**src/rtl/core/crlpf_pkg.sv**
```systemverilog
// ----------------------------------------------------------------------------
// crlpf_pkg
// shared types and fixed constants of the loop path follower
// ----------------------------------------------------------------------------
package crlpf_pkg;

    // configuration port
    localparam int CFG_IDX_W  = 3;
    localparam int CFG_DATA_W = 32;

    typedef logic [CFG_IDX_W-1:0] t_cfg_idx;

    localparam t_cfg_idx CFG_POINT_ZERO  = 3'd0;
    localparam t_cfg_idx CFG_POINT_ONE   = 3'd1;
    localparam t_cfg_idx CFG_POINT_TWO   = 3'd2;
    localparam t_cfg_idx CFG_POINT_THREE = 3'd3;
    localparam t_cfg_idx CFG_SEG_TIME    = 3'd4;

    // register reset values
    localparam logic [CFG_DATA_W-1:0] RST_POINT_ZERO  = 32'd100726016;
    localparam logic [CFG_DATA_W-1:0] RST_POINT_ONE   = 32'd83948800;
    localparam logic [CFG_DATA_W-1:0] RST_POINT_TWO   = 32'd83949824;
    localparam logic [CFG_DATA_W-1:0] RST_POINT_THREE = 32'd100727040;
    localparam logic [CFG_DATA_W-1:0] RST_SEG_TIME    = 32'd1000;

    // fixed field widths
    localparam int PT_W   = 16;              // one point coordinate, signed q8.8
    localparam int FRAC_W = 16;              // t within segment, q0.16
    localparam int SEG_W  = 2;               // segment index
    localparam int QW     = SEG_W + FRAC_W;  // kept quotient bits
    localparam int CF_W   = 21;              // spline coefficient
    localparam int SW     = 22;              // horner accumulator

    typedef enum logic [2:0] {
        ST_IDLE,
        ST_DIV,
        ST_COEF,
        ST_MUL,
        ST_OUT
    } t_state;

endpackage

```
**src/rtl/core/catmull_rom_loop_path_follower_top.sv**
```systemverilog
// ----------------------------------------------------------------------------
// catmull_rom_loop_path_follower_top
// closed-loop uniform catmull-rom path follower over four control points
// ----------------------------------------------------------------------------
// Each input beat is one time tick. delta_time is added to the segment timer,
// whole segment times are removed and each one steps the segment index round
// the loop 0,1,2,3,0. The timer left over becomes t in q0.16 and a uniform
// catmull-rom cubic on the points around the index gives the position, which
// is saturated to COORD_WIDTH. One result beat per tick, carrying the
// position, the start point of the current segment as the facing target,
// the segment index and t. A single restoring divider, one bit per cycle,
// produces both the segment wrap count and t; ST_COEF then forms the
// coefficients and a single shared multiplier runs three horner steps per
// axis. The next tick is taken in the cycle after the result is loaded
// into the output register. A segment_time of zero acts as one.
// Configuration writes are always ready and must only be issued
// while no tick is in flight.
module catmull_rom_loop_path_follower_top
    import crlpf_pkg::*;
#(
    parameter int COORD_WIDTH = 16,
    parameter int TIME_WIDTH  = 16
) (
    input  logic                          i_clk,
    input  logic                          i_rst_n,
    // configuration write channel
    input  logic                          i_cfg_valid,
    output logic                          o_cfg_ready,
    input  logic [CFG_IDX_W-1:0]          i_cfg_index,
    input  logic [CFG_DATA_W-1:0]         i_cfg_data,
    // tick input
    input  logic                          i_valid,
    output logic                          o_ready,
    input  logic [TIME_WIDTH-1:0]         i_delta_time,
    // result output
    output logic                          o_valid,
    input  logic                          i_ready,
    output logic signed [COORD_WIDTH-1:0] o_pos_x,
    output logic signed [COORD_WIDTH-1:0] o_pos_y,
    output logic signed [COORD_WIDTH-1:0] o_face_x,
    output logic signed [COORD_WIDTH-1:0] o_face_y,
    output logic [SEG_W-1:0]              o_segment,
    output logic [FRAC_W-1:0]             o_fraction
);

    // divider geometry: dividend is the new timer with sixteen zero bits below
    localparam int DW    = TIME_WIDTH + 1 + FRAC_W;
    localparam int CNT_W = $clog2(DW);
    localparam logic [CNT_W-1:0] CNT_REM  = CNT_W'(TIME_WIDTH);
    localparam logic [CNT_W-1:0] CNT_LAST = CNT_W'(DW - 1);

    // multiplier and clamp widths
    localparam int PW = SW + FRAC_W + 1;
    localparam int EW = (COORD_WIDTH > SW ? COORD_WIDTH : SW) + 1;
    localparam logic signed [EW-1:0] CLAMP_HI =
        signed'({{(EW-COORD_WIDTH+1){1'b0}}, {(COORD_WIDTH-1){1'b1}}});
    localparam logic signed [EW-1:0] CLAMP_LO = ~CLAMP_HI;
    localparam logic signed [SW-1:0] ACC_ONE  = SW'(1);

    function automatic logic [COORD_WIDTH-1:0] f_clamp(input logic signed [EW-1:0] v);
        logic signed [EW-1:0] t;
        t = v;
        if (v > CLAMP_HI) t = CLAMP_HI;
        if (v < CLAMP_LO) t = CLAMP_LO;
        return t[COORD_WIDTH-1:0];
    endfunction

    // control and configuration state
    t_state                  r_state, n_state;
    logic [TIME_WIDTH:0]     r_elapsed, n_elapsed;
    logic [SEG_W-1:0]        r_seg_idx, n_seg_idx;
    logic [CFG_DATA_W-1:0]   r_pt0, n_pt0, r_pt1, n_pt1, r_pt2, n_pt2, r_pt3, n_pt3;
    logic [TIME_WIDTH-1:0]   r_seg_time, n_seg_time;
    logic [CNT_W-1:0]        r_cnt, n_cnt;
    logic                    r_axis, n_axis;
    logic [1:0]              r_step, n_step;
    logic                    r_o_valid, n_o_valid;

    // working registers
    logic [DW-1:0]           r_div, n_div;
    logic [TIME_WIDTH-1:0]   r_rem, n_rem;
    logic [QW-1:0]           r_q, n_q;
    logic [FRAC_W-1:0]       r_frac, n_frac;
    logic signed [SW-1:0]    r_acc, n_acc;
    logic signed [CF_W-1:0]  r_c2x, n_c2x, r_c1x, n_c1x, r_c0x, n_c0x;
    logic signed [CF_W-1:0]  r_c3y, n_c3y, r_c2y, n_c2y, r_c1y, n_c1y, r_c0y, n_c0y;
    logic [COORD_WIDTH-1:0]  r_px, n_px, r_py, n_py;
    logic [COORD_WIDTH-1:0]  r_fx, n_fx, r_fy, n_fy;

    // output register
    logic [COORD_WIDTH-1:0]  r_o_pos_x, r_o_pos_y, r_o_face_x, r_o_face_y;
    logic [SEG_W-1:0]        r_o_segment;
    logic [FRAC_W-1:0]       r_o_fraction;
    logic                    w_load;

    // shared divider step
    logic [TIME_WIDTH-1:0]   w_seg_eff;
    logic [TIME_WIDTH+1:0]   w_trial;
    logic                    w_ge;
    logic [TIME_WIDTH-1:0]   w_rem_next;
    logic [QW-1:0]           w_q_next;
    logic [TIME_WIDTH:0]     w_sum;

    assign w_seg_eff  = (r_seg_time == '0) ? TIME_WIDTH'(1) : r_seg_time;
    assign w_trial    = {1'b0, r_rem, r_div[DW-1]} - {2'b00, w_seg_eff};
    assign w_ge       = !w_trial[TIME_WIDTH+1];
    assign w_rem_next = w_ge ? w_trial[TIME_WIDTH-1:0]
                             : {r_rem[TIME_WIDTH-2:0], r_div[DW-1]};
    assign w_q_next   = {r_q[QW-2:0], w_ge};
    assign w_sum      = r_elapsed + {1'b0, i_delta_time};

    // rotate the loop so a,b,c,d are index-1 .. index+2
    logic [CFG_DATA_W-1:0]   w_pa, w_pb, w_pc, w_pd;

    always_comb begin
        case (r_seg_idx)
            2'd0: begin
                w_pa = r_pt3; w_pb = r_pt0; w_pc = r_pt1; w_pd = r_pt2;
            end
            2'd1: begin
                w_pa = r_pt0; w_pb = r_pt1; w_pc = r_pt2; w_pd = r_pt3;
            end
            2'd2: begin
                w_pa = r_pt1; w_pb = r_pt2; w_pc = r_pt3; w_pd = r_pt0;
            end
            default: begin
                w_pa = r_pt2; w_pb = r_pt3; w_pc = r_pt0; w_pd = r_pt1;
            end
        endcase
    end

    // coefficients for both axes, adds and shifts only
    logic signed [CF_W-1:0]  w_ax, w_bx, w_cx, w_dx, w_ay, w_by, w_cy, w_dy;
    logic signed [CF_W-1:0]  w_c3x, w_c2x, w_c1x, w_c0x;
    logic signed [CF_W-1:0]  w_c3y, w_c2y, w_c1y, w_c0y;

    assign w_ax = CF_W'(signed'(w_pa[2*PT_W-1:PT_W]));
    assign w_bx = CF_W'(signed'(w_pb[2*PT_W-1:PT_W]));
    assign w_cx = CF_W'(signed'(w_pc[2*PT_W-1:PT_W]));
    assign w_dx = CF_W'(signed'(w_pd[2*PT_W-1:PT_W]));
    assign w_ay = CF_W'(signed'(w_pa[PT_W-1:0]));
    assign w_by = CF_W'(signed'(w_pb[PT_W-1:0]));
    assign w_cy = CF_W'(signed'(w_pc[PT_W-1:0]));
    assign w_dy = CF_W'(signed'(w_pd[PT_W-1:0]));

    assign w_c3x = (w_dx - w_ax) + ((w_bx - w_cx) <<< 1) + (w_bx - w_cx);
    assign w_c2x = (w_ax <<< 1) - (w_bx <<< 2) - w_bx + (w_cx <<< 2) - w_dx;
    assign w_c1x = w_cx - w_ax;
    assign w_c0x = w_bx <<< 1;
    assign w_c3y = (w_dy - w_ay) + ((w_by - w_cy) <<< 1) + (w_by - w_cy);
    assign w_c2y = (w_ay <<< 1) - (w_by <<< 2) - w_by + (w_cy <<< 2) - w_dy;
    assign w_c1y = w_cy - w_ay;
    assign w_c0y = w_by <<< 1;

    // shared multiplier: one horner step, floor of s*u/2^16 plus next coefficient
    logic signed [CF_W-1:0]  w_coef;
    logic signed [PW-1:0]    w_prod;
    logic signed [PW-1:0]    w_shift;
    logic signed [SW-1:0]    w_horner;
    logic signed [SW-1:0]    w_round;

    always_comb begin
        case (r_step)
            2'd0:    w_coef = r_axis ? r_c2y : r_c2x;
            2'd1:    w_coef = r_axis ? r_c1y : r_c1x;
            default: w_coef = r_axis ? r_c0y : r_c0x;
        endcase
    end

    assign w_prod   = r_acc * $signed({1'b0, r_frac});
    assign w_shift  = w_prod >>> FRAC_W;
    assign w_horner = signed'(w_shift[SW-1:0]) + SW'(w_coef);
    // half rounds up
    assign w_round  = (w_horner + ACC_ONE) >>> 1;

    // sequencer, next state and datapath
    always_comb begin
        n_state    = r_state;
        n_elapsed  = r_elapsed;
        n_seg_idx  = r_seg_idx;
        n_pt0      = r_pt0;
        n_pt1      = r_pt1;
        n_pt2      = r_pt2;
        n_pt3      = r_pt3;
        n_seg_time = r_seg_time;
        n_cnt      = r_cnt;
        n_axis     = r_axis;
        n_step     = r_step;
        n_div      = r_div;
        n_rem      = r_rem;
        n_q        = r_q;
        n_frac     = r_frac;
        n_acc      = r_acc;
        n_c2x      = r_c2x;
        n_c1x      = r_c1x;
        n_c0x      = r_c0x;
        n_c3y      = r_c3y;
        n_c2y      = r_c2y;
        n_c1y      = r_c1y;
        n_c0y      = r_c0y;
        n_px       = r_px;
        n_py       = r_py;
        n_fx       = r_fx;
        n_fy       = r_fy;
        w_load     = 1'b0;
        n_o_valid  = r_o_valid && !i_ready;

        // configuration writes, indexes past the list are dropped
        if (i_cfg_valid) begin
            case (i_cfg_index)
                CFG_POINT_ZERO:  n_pt0      = i_cfg_data;
                CFG_POINT_ONE:   n_pt1      = i_cfg_data;
                CFG_POINT_TWO:   n_pt2      = i_cfg_data;
                CFG_POINT_THREE: n_pt3      = i_cfg_data;
                CFG_SEG_TIME:    n_seg_time = i_cfg_data[TIME_WIDTH-1:0];
                default: ;
            endcase
        end

        case (r_state)
            ST_IDLE: begin
                if (i_valid) begin
                    n_div   = {w_sum, {FRAC_W{1'b0}}};
                    n_rem   = '0;
                    n_q     = '0;
                    n_cnt   = '0;
                    n_state = ST_DIV;
                end
            end
            ST_DIV: begin
                n_div = {r_div[DW-2:0], 1'b0};
                n_rem = w_rem_next;
                n_q   = w_q_next;
                // all timer bits consumed: the partial remainder is the new timer
                if (r_cnt == CNT_REM) begin
                    n_elapsed = {1'b0, w_rem_next};
                end
                if (r_cnt == CNT_LAST) begin
                    n_seg_idx = r_seg_idx + w_q_next[QW-1:FRAC_W];
                    n_frac    = w_q_next[FRAC_W-1:0];
                    n_state   = ST_COEF;
                end else begin
                    n_cnt = r_cnt + CNT_W'(1);
                end
            end
            ST_COEF: begin
                n_acc   = SW'(w_c3x);
                n_c2x   = w_c2x;
                n_c1x   = w_c1x;
                n_c0x   = w_c0x;
                n_c3y   = w_c3y;
                n_c2y   = w_c2y;
                n_c1y   = w_c1y;
                n_c0y   = w_c0y;
                n_fx    = f_clamp(EW'(signed'(w_pb[2*PT_W-1:PT_W])));
                n_fy    = f_clamp(EW'(signed'(w_pb[PT_W-1:0])));
                n_axis  = 1'b0;
                n_step  = 2'd0;
                n_state = ST_MUL;
            end
            ST_MUL: begin
                n_acc = w_horner;
                if (r_step == 2'd2) begin
                    n_step = 2'd0;
                    if (r_axis) begin
                        n_py    = f_clamp(EW'(w_round));
                        n_state = ST_OUT;
                    end else begin
                        n_px   = f_clamp(EW'(w_round));
                        n_acc  = SW'(r_c3y);
                        n_axis = 1'b1;
                    end
                end else begin
                    n_step = r_step + 2'd1;
                end
            end
            ST_OUT: begin
                // wait for the output register to free up
                if (!r_o_valid || i_ready) begin
                    w_load    = 1'b1;
                    n_o_valid = 1'b1;
                    n_state   = ST_IDLE;
                end
            end
            default: begin
                n_state = ST_IDLE;
            end
        endcase
    end

    // state register and control
    always_ff @(posedge i_clk) begin
        if (!i_rst_n) begin
            r_state    <= ST_IDLE;
            r_elapsed  <= '0;
            r_seg_idx  <= '0;
            r_pt0      <= RST_POINT_ZERO;
            r_pt1      <= RST_POINT_ONE;
            r_pt2      <= RST_POINT_TWO;
            r_pt3      <= RST_POINT_THREE;
            r_seg_time <= TIME_WIDTH'(RST_SEG_TIME);
            r_cnt      <= '0;
            r_axis     <= 1'b0;
            r_step     <= 2'd0;
            r_o_valid  <= 1'b0;
        end else begin
            r_state    <= n_state;
            r_elapsed  <= n_elapsed;
            r_seg_idx  <= n_seg_idx;
            r_pt0      <= n_pt0;
            r_pt1      <= n_pt1;
            r_pt2      <= n_pt2;
            r_pt3      <= n_pt3;
            r_seg_time <= n_seg_time;
            r_cnt      <= n_cnt;
            r_axis     <= n_axis;
            r_step     <= n_step;
            r_o_valid  <= n_o_valid;
        end
    end

    // datapath registers, no reset needed
    always_ff @(posedge i_clk) begin
        r_div  <= n_div;
        r_rem  <= n_rem;
        r_q    <= n_q;
        r_frac <= n_frac;
        r_acc  <= n_acc;
        r_c2x  <= n_c2x;
        r_c1x  <= n_c1x;
        r_c0x  <= n_c0x;
        r_c3y  <= n_c3y;
        r_c2y  <= n_c2y;
        r_c1y  <= n_c1y;
        r_c0y  <= n_c0y;
        r_px   <= n_px;
        r_py   <= n_py;
        r_fx   <= n_fx;
        r_fy   <= n_fy;
        if (w_load) begin
            r_o_pos_x    <= r_px;
            r_o_pos_y    <= r_py;
            r_o_face_x   <= r_fx;
            r_o_face_y   <= r_fy;
            r_o_segment  <= r_seg_idx;
            r_o_fraction <= r_frac;
        end
    end

    assign o_cfg_ready = 1'b1;
    assign o_ready     = (r_state == ST_IDLE);
    assign o_valid     = r_o_valid;
    assign o_pos_x     = signed'(r_o_pos_x);
    assign o_pos_y     = signed'(r_o_pos_y);
    assign o_face_x    = signed'(r_o_face_x);
    assign o_face_y    = signed'(r_o_face_y);
    assign o_segment   = r_o_segment;
    assign o_fraction  = r_o_fraction;

endmodule

```
**config.mk**
```make
export PLATFORM = sky130hd
export DESIGN_NAME = catmull_rom_loop_path_follower_top
export DESIGN_NICKNAME = d
export VERILOG_FILES = /design/src/rtl/core/crlpf_pkg.sv /design/src/rtl/core/catmull_rom_loop_path_follower_top.sv
export SDC_FILE = /design/constraint.sdc
export NUM_CORES = 2
export LEC_CHECK = 0
export ABC_AREA = 1
export BUFFER_PORTS_ARGS = -buffer_cell sky130_fd_sc_hd__buf_2
export CORE_ASPECT_RATIO = 1.2
export CORE_MARGIN = 2
export CORE_UTILIZATION = 38
export CTS_CLUSTER_DIAMETER = 30
export DETAILED_ROUTE_END_ITERATION = 8
export PLACE_DENSITY = 0.55
export SYNTH_ARGS = -nofsm -noshare
export SYNTH_HDL_FRONTEND = slang
export SYNTH_SLANG_ARGS = --single-unit
```
**constraint.sdc**
```tcl
create_clock -name i_clk -period 10.8 [get_ports i_clk]
set_clock_uncertainty 0.05 [all_clocks]
set_input_delay 1.62 -clock i_clk [delete_from_list [all_inputs] [get_ports i_clk]]
set_output_delay 1.62 -clock i_clk [all_outputs]
set_load 0.01 [all_outputs]
```
==> impl_metrics.tcl <==
set metrics [dict create \
    startpoint_type "flop" \
    fmax_mhz 102 \
    setup_viol 0 \
    gp_congestion 1.04 \
    tightestPinTransition_ns 1.16 \
    track_usage 0.228 \
    fin_crit_ns 9.76 \
    synth-compound-area-share 0.132 \
    rr_startpoint "r_frac[10]$_DFFE_PP_" \
    status "completed" \
    design.die.area_um2 132000 \
    synth-seq-cells 537 \
    synth_top_family_by_area "adder cells" \
    slew_viol_final 0 \
    muxShareOfSynthArea 0.000205 \
    synth_xor_area_frac 0.0322 \
    initialDrtViolationCount 2659 \
    min_path_type "flop to flop" \
    clkSlewWorstSetupHoldPaths_ns 0.06 \
    cts-root-buf "clkbuf_16" \
    drc 0 \
    crit_cells 38 \
    ys.flop_type "edfxtp_1" \
    final.setup.tns_ns 0 \
    clk_path_buf_depth 3 \
    syn_area_um2 48900 \
    numClockSinks 537 \
    fp.coreArea_um2 128000 \
    fp.dieH_um 397 \
    grt-ovfl-total 0 \
    initial_core_util 0.382 \
    via_per_inst 5.08 \
    first_pass_iters 5 \
    critPathLaunch "r_frac[10]$_DFFE_PP_" \
    fp.dieW_um 332 \
    rsz0062_at_grt "no" \
    relSlewSlack 0.224 \
    min_from "r_fx[6]$_DFFE_PP_" \
    grt_first_pass_wirelength_mm 232 \
    path_buf_inv 5 \
    vias 38700 \
    reg2reg_depth 38 \
    seq_area_frac_synth 0.294 \
    required_ns 11.20 \
    worstSetupEndpointType "flop" \
    post_cts_buffers 0 \
    synth.avg_cell_area_um2 8.50 \
    final_util 0.431 \
    slowest_stage "edfxtp_1" \
    routed_wirelength_mm 149 \
    ant_nets 0 \
    portBuffers 139 \
    cts_tree "built" \
    drv_cap 0 \
    synth-simple-area-share 0.128 \
    r2r_slack_ns 1.04 \
    crit_type "flop to flop" \
    area_delta_synth_final_pct 12.9 \
    numCtsBuffers 107 \
    critPathMaxFanout 23 \
    synth_fa_ha_area_frac 0.290 \
    antenna_found_initial 5 \
    synth_edf_count 362 \
    async_reset_ff_frac 0 \
    worstSetupEndpoint "r_px[4]$_DFFE_PP_" \
    grt_pass1_vias 40200 \
    syn_nets 6634 \
    cp_top_family "adder cells" \
    drt-wirelength-per-cell_um 19.5 \
    drive_gt1_frac 0.0792 \
    fin_nets 6732 \
    rows 144 \
    dp_hpwl_mm 119 \
    hold_violations 0 \
    r2r-end "r_px[4]$_DFFE_PP_" \
    max_stage_delay_ns 1.08 \
    clkLatencyLatePin_ns 0.73 \
    cp_data_arrival_time_ns 10.16 \
    h-tree-depth 3 \
    fin_crit_sh 0.904 \
    holdBufCountCts 0 \
    yosysWarnings 0 \
    synth_cells 5756 \
    io_pins 141 \
    ctsResizeCount 0 \
    synth.distinct_cells 54 \
    crit_top_cell "nand2_1" \
    grt_max_degree 162 \
]
[stage by stage]
stage	hold WS, ns	instances	instance area (um2)	setup WS [ns]
after global placement	0.354	7424	51400	1.19
after detailed placement	0.355	7424	51400	1.13
final	0.362	7632	55200	1.04
after floorplan	0.350	5756	48900	1.67
after global routing	0.368	7628	55200	0.223
after CTS	0.364	7628	55200	1.06
[area by class of cell]
cell class | count | area [um2]
Antenna cell | 4 | 10.0
Clock buffer | 120 | 2760
Clock inverter | 84 | 1050
Fill cell | 12800 | 72900
Inverter | 1397 | 5240
Multi-Input combinational cell | 3613 | 28600
Sequential cell | 537 | 14400
Tap cell | 1679 | 2100
Timing Repair Buffer | 198 | 1150
[flip-flops by register name (all words and copies together) (netlist names), 20 cells and up]
signal and cells:
r_pt1 32, r_pt3 32, r_acc 22, r_c3y 20, r_pt0 32, r_c2x 21, r_c2y 21, r_pt2 32
[layout by cell type (no fill, tap or decap), types with 106 or more instances in the layout]
master	instances
o221ai_1	106
dfxtp_1	175
nand3_1	111
nor2_1	220
fa_1	521
inv_1	1381
a21oi_1	430
o21ai_0	282
nand2_1	1041
clkbuf_16	108
edfxtp_1	362
ha_1	301
buf_2	138
xor2_1	128
[cells in the mapped netlist (9+ instances only)]
| cell | instances | area share |
|---|---|---|
| a21boi_0 | 19 | 0.0029 |
| a21o_1 | 22 | 0.0034 |
| a21oi_1 | 431 | 0.044 |
| a221oi_1 | 25 | 0.0045 |
| a22oi_1 | 13 | 0.0020 |
| a31oi_1 | 23 | 0.0029 |
| a32oi_1 | 11 | 0.0020 |
| clkbuf_1 | 198 | 0.015 |
| dfxtp_1 | 175 | 0.072 |
| edfxtp_1 | 362 | 0.22 |
| fa_1 | 521 | 0.21 |
| ha_1 | 301 | 0.077 |
| inv_1 | 1382 | 0.11 |
| inv_2 | 9 | 0.00069 |
| nand2_1 | 1042 | 0.080 |
| nand2_2 | 26 | 0.0033 |
| nand3_1 | 111 | 0.011 |
| nand4_1 | 30 | 0.0038 |
| nor2_1 | 227 | 0.017 |
| nor2_2 | 9 | 0.0012 |
| nor3_1 | 33 | 0.0034 |
| o211ai_1 | 51 | 0.0078 |
| o21a_1 | 9 | 0.0014 |
| o21ai_0 | 282 | 0.029 |
| o21bai_1 | 19 | 0.0029 |
| o221ai_1 | 106 | 0.019 |
| o22ai_1 | 55 | 0.0070 |
| or2_2 | 10 | 0.0013 |
| xnor2_1 | 52 | 0.0093 |
| xor2_1 | 128 | 0.023 |
[worst min-delay path by stage]
stage,endpoint,slack [ns],cells past startpoint
finish,o_face_x[6]$_DFFE_PP_,0.36,0
global route,o_face_x[6]$_DFFE_PP_,0.37,0
CTS,o_pos_x[6]$_DFFE_PP_,0.36,0
detailed placement,o_pos_x[6]$_DFFE_PP_,0.35,0
global placement,o_face_x[15]$_DFFE_PP_,0.35,0
floorplan,o_face_x[0]$_DFFE_PP_,0.35,0
[logic make-up (layout without fill, tap and decap cells)]
family | after synthesis | after routing
AO/OA/AOI/OAI | 1086 | 1086
XOR/XNOR | 180 | 180
adder cells (fa/ha/maj) | 822 | 822
buffers and inverters | 1606 | 1799
flip-flops | 537 | 537
multiplexers | 1 | 1
other | 1 | 5
AND/OR/NAND/NOR | 1523 | 1523
[metal layers]
metal  routed length (um)  track usage  vias up  part of all wire
met5                   46            0        -           0.00031
met2                75100        0.408     1055              0.50
met3                 6510       0.0271      297             0.044
met4                 8200        0.120        6             0.055
met1                59100        0.269    18900              0.40
li1                     -            -    18500                 -
Power is not shown: default switching activity piles up to over one toggle a cycle in this logic, so the estimate is an artifact.
